**src/rtl/decimal_text_to_exif_rational_top_defines.svh**
```systemverilog
// Assertion macros used by the top-level RTL file.
`ifndef DECIMAL_TEXT_TO_EXIF_RATIONAL_TOP_DEFINES_SVH
`define DECIMAL_TEXT_TO_EXIF_RATIONAL_TOP_DEFINES_SVH

// Same-cycle implication, sampled on clk_i, off while rst_ni is low.
`define DTR_ASSERT(lbl, ante, cons) \
  lbl: assert property (@(posedge clk_i) disable iff (!rst_ni) (ante) |-> (cons)) \
    else $error("assertion failed");

// Next-cycle implication, sampled on clk_i, off while rst_ni is low.
`define DTR_ASSERT_NEXT(lbl, ante, cons) \
  lbl: assert property (@(posedge clk_i) disable iff (!rst_ni) (ante) |=> (cons)) \
    else $error("assertion failed");

`endif

```
**src/rtl/dtr_pkg.sv**
```systemverilog
// Types and constants of the decimal text to rational converter.
`timescale 1ns / 1ps
package dtr_pkg;

  localparam int CHAR_W    = 16;
  localparam int SCALE_W   = 20;
  localparam int SCALE_IW  = $clog2(SCALE_W);
  localparam int ACC_W     = 64;
  localparam int NUM_W     = 32;
  localparam int ALU_W     = ACC_W + 1;
  localparam int ITER_W    = $clog2(ACC_W);

  localparam logic [CHAR_W-1:0] CH_TAB   = 16'h0009;
  localparam logic [CHAR_W-1:0] CH_SPACE = 16'h0020;
  localparam logic [CHAR_W-1:0] CH_POINT = 16'h002E;
  localparam logic [CHAR_W-1:0] CH_ZERO  = 16'h0030;
  localparam logic [CHAR_W-1:0] CH_NINE  = 16'h0039;

  typedef enum logic [1:0] {
    PH_SKIP,
    PH_PARSE,
    PH_DONE
  } phase_e;

  typedef enum logic [1:0] {
    ALU_ADD,
    ALU_MUL5,
    ALU_SHADD,
    ALU_SUB
  } alu_op_e;

  typedef enum logic [3:0] {
    S_IDLE,
    S_W5,
    S_W2,
    S_F5,
    S_F2,
    S_D5,
    S_D2,
    S_MWHOLE,
    S_MFRAC,
    S_ADDH,
    S_DIV,
    S_SUM,
    S_DONE
  } state_e;

  typedef struct packed {
    alu_op_e          op;
    logic [ALU_W-1:0] a;
    logic [ALU_W-1:0] b;
    logic             sel;
  } alu_req_t;

  typedef struct packed {
    logic [ALU_W-1:0] sum;
    logic             borrow;
  } alu_rsp_t;

  typedef struct packed {
    logic [CHAR_W-1:0] char_code;
    logic              is_last;
  } in_beat_t;

  typedef struct packed {
    logic [NUM_W-1:0]   numerator;
    logic [SCALE_W-1:0] denominator;
  } out_beat_t;

endpackage

```
**src/rtl/dtr_alu.sv**
```systemverilog
// Shared 65-bit add/subtract unit with operand shaping for times-5 and shift-add.
`timescale 1ns / 1ps
module dtr_alu (
  input  dtr_pkg::alu_req_t req_i,
  output dtr_pkg::alu_rsp_t rsp_o
);
  import dtr_pkg::*;

  localparam int EXT_W = ALU_W + 1;

  logic [EXT_W-1:0] a_ext;
  logic [EXT_W-1:0] b_ext;
  logic             cin;
  logic [EXT_W-1:0] sum_ext;

  always_comb begin
    a_ext = {1'b0, req_i.a};
    b_ext = {1'b0, req_i.b};
    cin   = 1'b0;
    case (req_i.op)
      ALU_ADD: begin
      end
      ALU_MUL5: begin
        a_ext = {1'b0, req_i.a[ALU_W-3:0], 2'b00};
        b_ext = {1'b0, req_i.a};
      end
      ALU_SHADD: begin
        a_ext = {1'b0, req_i.a[ALU_W-2:0], 1'b0};
        b_ext = req_i.sel ? {1'b0, req_i.b} : '0;
      end
      ALU_SUB: begin
        b_ext = ~{1'b0, req_i.b};
        cin   = 1'b1;
      end
      default: begin
      end
    endcase
    sum_ext = a_ext + b_ext + {{(EXT_W-1){1'b0}}, cin};
  end

  assign rsp_o.sum    = sum_ext[ALU_W-1:0];
  assign rsp_o.borrow = sum_ext[ALU_W];

endmodule

```
**config.mk**
```make
export PLATFORM = sky130hd
export DESIGN_NAME = dtr_alu
export DESIGN_NICKNAME = d
export VERILOG_FILES = /design/src/rtl/decimal_text_to_exif_rational_top_defines.svh /design/src/rtl/dtr_pkg.sv /design/src/rtl/dtr_alu.sv
export SDC_FILE = /design/constraint.sdc
export NUM_CORES = 1
export LEC_CHECK = 0
export BUFFER_PORTS_ARGS = -buffer_cell sky130_fd_sc_hd__buf_2
export CORE_ASPECT_RATIO = 1.2
export CORE_UTILIZATION = 58
export DETAILED_ROUTE_END_ITERATION = 10
export PLACE_DENSITY = 0.84
export SYNTH_ARGS = -nofsm -noshare
export SYNTH_HDL_FRONTEND = slang
export SYNTH_SLANG_ARGS = --single-unit
```
**constraint.sdc**
```tcl
create_clock -name vclk -period 17.6
set_input_delay 3.52 -clock vclk [all_inputs]
set_output_delay 3.52 -clock vclk [all_outputs]
set_load 0.01 [all_outputs]
```
==> summary.txt, run 1 <==
run status -> complete, no violations
sort of element at the start of the critical path -> input pin
average wire length per cell after detail routing -> 15.8 um
total leakage power -> 3.48 nW
# hold bufs at CTS -> 0
post_cts resized -> 0
antenna violations before repair -> 0
min cycle time layout -> 11.91 ns
source of the critical timing path -> req_i[131]
Internal Dissipation -> 211 uW
share of cells above drive strength 1 -> 19.3%
timing-limited maximum frequency -> 0.0840 GHz
Final period util -> 67.6%
y dimension of the die -> 119 um
Hold WC Path Type -> in -> out
distinct cell type count after synthesis -> 73
DP HPWL -> 16200 um
part of the power in the clock network -> 0%
most common cell after layout, fill and taps aside -> buf_2
critical path fanouts, max -> 65
number of design-rule violations left by the first detailed-router iteration -> 562
via total after detailed routing -> 8611
vias in the first global route -> 7757
area of the die -> 11900 um2
overall die width -> 99.6 um
number of sequential cells -> 0
area grow syn2layout -> 13.7%
crit path setup slack, layout -> 5.69 ns
max-slew violation count -> 0
global-route wire length before repair -> 34400 um
count of mapped cells out of synthesis -> 1069
layout net count -> 1389
Max-Slew Margin vs Limit -> 19.9%
Final GP Congestion -> 0.967
Setup TNS Final -> 0 ns
CP arrival -> 8.39 ns
VDD IR max -> 65.8 uV
Worst Path Required -> 14.08 ns
final hold violation count -> 0
slew at the pin with the worst max-slew slack -> 1.20 ns
Top Ports -> 199
GRT Util Overall -> 33.8%
setup repair after global routing missed its margin -> false
hold path startpoint -> req_i[66]
total of warnings raised by yosys -> 0
count of unresolved DRC violations after routing -> 0
destination of the worst hold path -> rsp_o[1]
switching share of total power -> 59.8%
maxcap violations -> 0
share of total power in sequential cells -> 0%
post-synthesis area per instance -> 6.21 um2
post-synthesis sequential area ratio -> 0%
area of the core region -> 11100 um2
Sequential Area -> 0 um2
fill cell instance count of the final layout -> 1050
nature of the critical path endpoint -> output pin
power per cell area -> 69.6 nW/um2
remaining global-route overflow -> 0
initial core utilization -> 59.9%
final setup violation count -> 0
total of clock buffers placed in the layout -> 0
iteration count of the initial detailed-routing pass -> 5
commonest cells after routing, fill and taps aside -> 199 x buf_2, 142 x a21oi_1, 125 x nand2_1
post-detailed-route via-to-cell ratio -> 6.44
maximum number of pins on one net before global-route repair -> 69
number of nets with antenna violations after routing -> 0
number of instances on the worst hold path -> 5
net count after synthesis -> 1272
kind of critical path -> in -> out
total routed wirelength -> 21100 um
site row count -> 42
Comb power frac -> 100.0%
Post-CTS Setup Repair Bufs -> 0
post-placement worst setup slack -> 5.73 ns
switching power summed over all nets -> 314 uW
final antenna diode count -> 0
Port Buffers -> 199
summed instance area of the synthesized netlist -> 6640 um2
worst max-delay path by stage:
stage,to,slack [ns],depth (start not counted)
2_1_floorplan,rsp_o[65],6.73,18
3_3_place_gp,rsp_o[45],5.85,19
3_5_place_dp,rsp_o[53],5.73,19
4_1_cts,rsp_o[45],5.72,19
5_1_grt,rsp_o[53],5.40,19
6_report,rsp_o[45],5.69,19
power by group through the flow:
stage / clock network, mW / registers [mW] / logic (mW)
after floorplan: 0 / 0 / 0.359
after CTS: 0 / 0 / 0.518
after detailed placement: 0 / 0 / 0.514
after global placement: 0 / 0 / 0.511
after global routing: 0 / 0 / 0.573
final: 0 / 0 / 0.525
logic make-up after synthesis:
| group | share of synthesized area (%) |
|---|---|
| xor gates and xnor gates | 7.79 |
| and+or+nand+nor | 21.8 |
| buffers and inverters | 6.35 |
| adders and majority gates | 13.4 |
| AOI/OAI and AO/OA | 50.6 |
metrics by stage:
stage | hold slack [ns] | std cells | power [mW] | area (um2) | util, %
final | 7.62 | 1338 | 0.525 | 7550 | 68.1
after floorplan | 7.32 | 1069 | 0.359 | 6640 | -
after global routing | 7.66 | 1338 | 0.573 | 7550 | 68.1
after detailed placement | 7.61 | 1338 | 0.514 | 7550 | 68.1
after CTS | 7.61 | 1338 | 0.518 | 7550 | 68.1
after global placement | 7.61 | 1338 | 0.511 | 7550 | 68.1
per-layer routing:
layer	track usage (%)	up-vias	wire length, um
li1	-	4223	-
met1	40.9	3915	8470
met2	61.8	399	10500
met3	1.94	74	1380
met4	12.7	0	796
met5	0	-	0
Yosys cell counts (all sizes together) (5+ instances only):
cell type	n	area, um2
nand4	26	169
a21oi	143	719
o21ai	104	528
and3	5	31.3
xnor2	41	359
a211oi	5	42.5
nor2b	8	50.1
a22oi	62	465
nand2	125	469
buf	10	42.5
a21o	40	308
inv	23	86.3
a2bb2oi	63	552
nor2	119	447
o21bai	17	131
clkbuf	78	293
nor3	10	50.1
xor2	18	158
o21a	9	67.6
a31oi	15	100
nand3	12	60.1
nand2b	9	56.3
ha	68	851
area by class of cell:
| type | count | area, um2 | area share, % |
|---|---|---|---|
| multi-input combinational | 958 | 6240 | 82.7 |
| timing repair buffer | 203 | 1030 | 13.6 |
| tap | 154 | 193 | 2.55 |
| inverter | 23 | 86.3 | 1.14 |
critical path: stages:
cell and delay (ns):
buf_2 0.13, inv_1 0.11, ha_2 0.18, buf_4 0.55
a21o_2 0.22, buf_4 0.54, a21oi_1 0.18, fa_1 0.43
fa_1 0.41, nor2b_1 0.18, o2111ai_1 0.17, nand2_1 0.19
a21oi_2 0.11, o31a_4 0.38, o31ai_4 0.40, a21o_4 0.20
a2111oi_0 0.08, and4b_1 0.26, buf_2 0.12
(Power assumes the default switching activity.)
==> run 2, diff against run 1 <==
--- a/config.mk
+++ b/config.mk
@@ -7,9 +7,9 @@
 export LEC_CHECK = 0
 export BUFFER_PORTS_ARGS = -buffer_cell sky130_fd_sc_hd__buf_2
 export CORE_ASPECT_RATIO = 1.2
-export CORE_UTILIZATION = 58
+export CORE_UTILIZATION = 56
 export DETAILED_ROUTE_END_ITERATION = 10
-export PLACE_DENSITY = 0.84
+export PLACE_DENSITY = 0.82
 export SYNTH_ARGS = -nofsm -noshare
 export SYNTH_HDL_FRONTEND = slang
 export SYNTH_SLANG_ARGS = --single-unit
==> constraint.sdc (replaced) <==
create_clock -name vclk -period 11.2
set_input_delay 2.24 -clock vclk [all_inputs]
set_output_delay 2.24 -clock vclk [all_outputs]
set_load 0.01 [all_outputs]
==> run 2 against run 1 <==
Critical path depth down 1. Via count fell by 0.56%. Non-clock buffer count increased by 1. Power rose by 58%. Critical endpoint is now rsp_o[0]. Global-route usage grew 0.68 points. Count of clock-buffer cells in the layout unchanged. Die area rose by 3.5%. Sequential share of layout area unchanged. Routed wire length is 1.7% higher. Flip-flop and latch count unchanged. Cell count grew 0.30%. Utilization decreased by 2.7 points.
==> summary.txt, run 2 (synthesized netlist as in run 1, its figures left out) <==
via total after detailed routing -> 8563
commonest cells after routing, fill and taps aside -> 199 x buf_2, 142 x a21oi_1, 125 x nand2_1
VDD IR max -> 71.3 uV
total routed wirelength -> 21500 um
setup repair after global routing missed its margin -> false
worst-path cell with the longest stage delay -> a21o_2
maximum number of pins on one net before global-route repair -> 84
antenna violations before repair -> 0
total of clock buffers placed in the layout -> 0
post-detailed-route via-to-cell ratio -> 6.38
area of the die -> 12300 um2
max-slew violation count -> 0
post-route worst hold slack -> 5.04 ns
site row count -> 43
kind of critical path -> in -> out
remaining global-route overflow -> 0
final hold violation count -> 0
critical path fanouts, max -> 66
y dimension of the die -> 121 um
overall die width -> 101 um
Max stage delay on crit path -> 0.72 ns
Port Buffers -> 199
initial core utilization -> 57.4%
Sequential Area -> 0 um2
CP arrival -> 6.98 ns
final setup violation count -> 0
DP HPWL -> 17000 um
min cycle time layout -> 9.22 ns
nature of the critical path endpoint -> output pin
area of the core region -> 11600 um2
placed cell count -> 1342
Final GP Congestion -> 0.934
number of nets with antenna violations after routing -> 0
GRT Util Overall -> 34.4%
fill cell instance count of the final layout -> 1119
number of design-rule violations left by the first detailed-router iteration -> 570
most common cell after layout, fill and taps aside -> buf_2
total leakage power -> 3.49 nW
number of sequential cells -> 0
sort of element at the start of the critical path -> input pin
Post-CTS Setup Repair Bufs -> 0
final antenna diode count -> 0
average wire length per cell after detail routing -> 16.0 um
power per cell area -> 110 nW/um2
cells along the critical path -> buf_2 > inv_1 > ha_4 > a21o_2 > buf_4 > nand2_1 > o21ai_0 > ha_1 > nand4_1 > or2_1 > nor2_1 > o21ai_0 > nand4_2 > a221oi_2 > o41ai_2 > a31oi_2 > xnor2_1 > buf_2
Worst Path Required -> 8.96 ns
slew at the pin with the worst max-slew slack -> 0.868 ns
vias in the first global route -> 7765
layout net count -> 1390
# hold bufs at CTS -> 0
area grow syn2layout -> 13.9%
count of unresolved DRC violations after routing -> 0
post_cts resized -> 0
share of cells above drive strength 1 -> 19.3%
Critical path buffers and inverters -> 4
Hold WC Path Type -> in -> out
Setup TNS Final -> 0 ns
Max-Slew Margin vs Limit -> 42.1%
timing-limited maximum frequency -> 0.108 GHz
Layout Utilization -> 65.4%
cell family with the largest share of critical-path delay -> compound AO/OA/AOI/OAI gates
run status -> complete, no violations
number of standard cells in the layout, taps in and fillers out -> 1342
global-route wire length before repair -> 35400 um
iteration count of the initial detailed-routing pass -> 5
Final period util -> 82.4%
Top Ports -> 199
maxcap violations -> 0
run 2: cell count changes in the layout (fill, tap and decap cells not counted):
| cell | previous run | this run |
|---|---|---|
| buf_4 | 4 | 5 |
run 2: worst paths after layout:
| check | from | to | cells after the start |
|---|---|---|---|
| hold / removal | req_i[66] | rsp_o[1] | 5 |
| setup / recovery | req_i[132] | rsp_o[0] | 18 |
run 2: worst min-delay path, cell delays in order:
cell	delay (ns)
buf_2	0.12
nand2b_1	0.09
fa_1	0.19
inv_1	0.04
buf_2	0.13
run 2: layout make-up:
cell class	instances	area, um2	area share, %
timing repair buffer	204	1030	13.7
inverter	23	86.3	1.14
tap	157	196	2.60
multi-input combinational	958	6240	82.6
run 2: per-stage QoR:
| step | setup slack, ns | power, mW | cell area [um2] |
|---|---|---|---|
| floorplan | 2.89 | 0.564 | 6640 |
| global placement | 2.13 | 0.809 | 7560 |
| detailed placement | 1.99 | 0.814 | 7560 |
| CTS | 1.99 | 0.819 | 7560 |
| global route | 1.59 | 0.909 | 7560 |
| finish | 1.98 | 0.830 | 7560 |
run 2: power by group:
part           leakage, nW  switching, mW  internal, mW  total, mW
combinational         3.49          0.498         0.332      0.830
sequential               0              0             0          0
clock                    0              0             0          0
total                 3.49          0.498         0.332      0.830
run 2: per-layer routing:
metal  part of all wire (%)  global-route usage, %
met5                      0                      0
met4                    3.9                   13.2
met3                    5.0                   1.84
met2                     51                   64.8
met1                     40                   40.1
==> run 3, diff against run 2 <==
--- a/config.mk
+++ b/config.mk
@@ -7,9 +7,9 @@
 export LEC_CHECK = 0
 export BUFFER_PORTS_ARGS = -buffer_cell sky130_fd_sc_hd__buf_2
 export CORE_ASPECT_RATIO = 1.2
-export CORE_UTILIZATION = 56
+export CORE_UTILIZATION = 50
 export DETAILED_ROUTE_END_ITERATION = 10
-export PLACE_DENSITY = 0.82
+export PLACE_DENSITY = 0.77
 export SYNTH_ARGS = -nofsm -noshare
 export SYNTH_HDL_FRONTEND = slang
 export SYNTH_SLANG_ARGS = --single-unit
==> constraint.sdc (replaced) <==
create_clock -name vclk -period 8.3
set_input_delay 1.66 -clock vclk [all_inputs]
set_output_delay 1.66 -clock vclk [all_outputs]
set_load 0.01 [all_outputs]
==> run 3 against run 2 <==
Critical path depth fell by 3. Flip-flop and latch count did not move. Via count rose by 0.11%. Non-clock buffer count rose by 4. Design area rose by 0.71%. Die area rose by 12%. Power rose by 36%.
==> summary.txt, run 3 (synthesized netlist as in run 1, its figures left out) <==
run status -> complete, no violations
commonest cells after routing, fill and taps aside -> 199 x buf_2, 142 x a21oi_1, 125 x nand2_1
maxcap violations -> 0
total routed wirelength -> 21900 um
number of sequential cells -> 0
most common cell after layout, fill and taps aside -> buf_2
VDD IR max -> 98.0 uV
final total power -> 1.12 mW
area of the multi-input gates -> 6240 um2
total of clock buffers placed in the layout -> 0
slew at the pin with the worst max-slew slack -> 0.861 ns
Setup TNS Final -> 0 ns
critical path fanouts, max -> 43
final setup violation count -> 0
nature of the critical path endpoint -> output pin
via total after detailed routing -> 8572
Worst Path Required -> 6.64 ns
area of the die -> 13700 um2
# hold bufs at CTS -> 0
final hold violation count -> 0
max-slew violation count -> 0
vias in the first global route -> 7657
GRT Util Overall -> 30.1%
kind of critical path -> in -> out
Final period util -> 91.4%
Port Buffers -> 199
post-detailed-route via-to-cell ratio -> 6.33
timing-limited maximum frequency -> 0.132 GHz
setup repair after global routing missed its margin -> false
total leakage power -> 3.51 nW
antenna violations before repair -> 1
Max-Slew Margin vs Limit -> 42.5%
layout net count -> 1394
number of design-rule violations left by the first detailed-router iteration -> 643
fill cell instance count of the final layout -> 1297
count of unresolved DRC violations after routing -> 0
number of nets with antenna violations after routing -> 0
share of cells above drive strength 1 -> 19.6%
hold path startpoint -> req_i[66]
CP arrival -> 5.93 ns
post_cts resized -> 0
area of the core region -> 12800 um2
Post-CTS Setup Repair Bufs -> 0
area grow syn2layout -> 14.7%
average wire length per cell after detail routing -> 16.2 um
maximum number of pins on one net before global-route repair -> 110
power per cell area -> 148 nW/um2
sort of element at the start of the critical path -> input pin
global-route wire length before repair -> 35000 um
min cycle time layout -> 7.59 ns
overall die width -> 107 um
remaining global-route overflow -> 0
source of the critical timing path -> req_i[131]
DP HPWL -> 17100 um
Final GP Congestion -> 0.973
Sequential Area -> 0 um2
site row count -> 45
iteration count of the initial detailed-routing pass -> 5
Top Ports -> 199
y dimension of the die -> 128 um
initial core utilization -> 51.9%
Hold WC Path Type -> in -> out
end of the critical path -> rsp_o[64]
## run 3: per-stage QoR
step | cells | instance area [um2] | hold WS [ns] | setup WS (ns) | utilization (%)
after floorplan | 1069 | 6640 | 3.60 | 1.15 | -
after global placement | 1353 | 7610 | 3.84 | 0.880 | 59.5
after detailed placement | 1353 | 7610 | 3.84 | 0.795 | 59.5
after CTS | 1353 | 7610 | 3.84 | 0.774 | 59.5
after global routing | 1353 | 7610 | 3.89 | 0.430 | 59.5
final | 1354 | 7610 | 3.83 | 0.712 | 59.6
## run 3: critical path, cell delays in order
cell       delay (ns)
buf_2            0.13
ha_1             0.33
inv_2            0.68
buf_4            0.40
a2bb2oi_1        0.20
o21ai_0          0.10
ha_1             0.44
nand4_1          0.12
or3_1            0.39
a2111oi_4        0.40
o21ai_2          0.15
a2111oi_2        0.37
nor2_1           0.07
a211oi_1         0.27
buf_2            0.20
## run 3: area by class of cell
type                            count  share of cell area [%]
Tap cell                          164                    2.70
Multi-Input combinational cell    958                    82.0
Timing Repair Buffer              208                    14.1
Inverter                           23                    1.13
Antenna cell                        1                  0.0329
## run 3: where the power goes
| group | internal [mW] | switching, mW |
|---|---|---|
| registers | 0 | 0 |
| logic | 0.449 | 0.676 |
| clock network | 0.0000000161 | 0 |
## run 3: worst min-delay path by stage
stage / slack, ns / end / cells past startpoint
after floorplan: 3.60 / rsp_o[1] / 3
after global placement: 3.84 / rsp_o[1] / 5
after detailed placement: 3.84 / rsp_o[1] / 5
after CTS: 3.84 / rsp_o[1] / 5
after global routing: 3.89 / rsp_o[1] / 5
final: 3.83 / rsp_o[1] / 5
## run 3: routing by layer
layer	up-vias	track usage, %	share of wire [%]
met5	-	0	0
met4	0	8.94	3.2
met3	52	1.58	6.2
met2	378	55.7	49
met1	3899	37.2	42
li1	4243	-	-
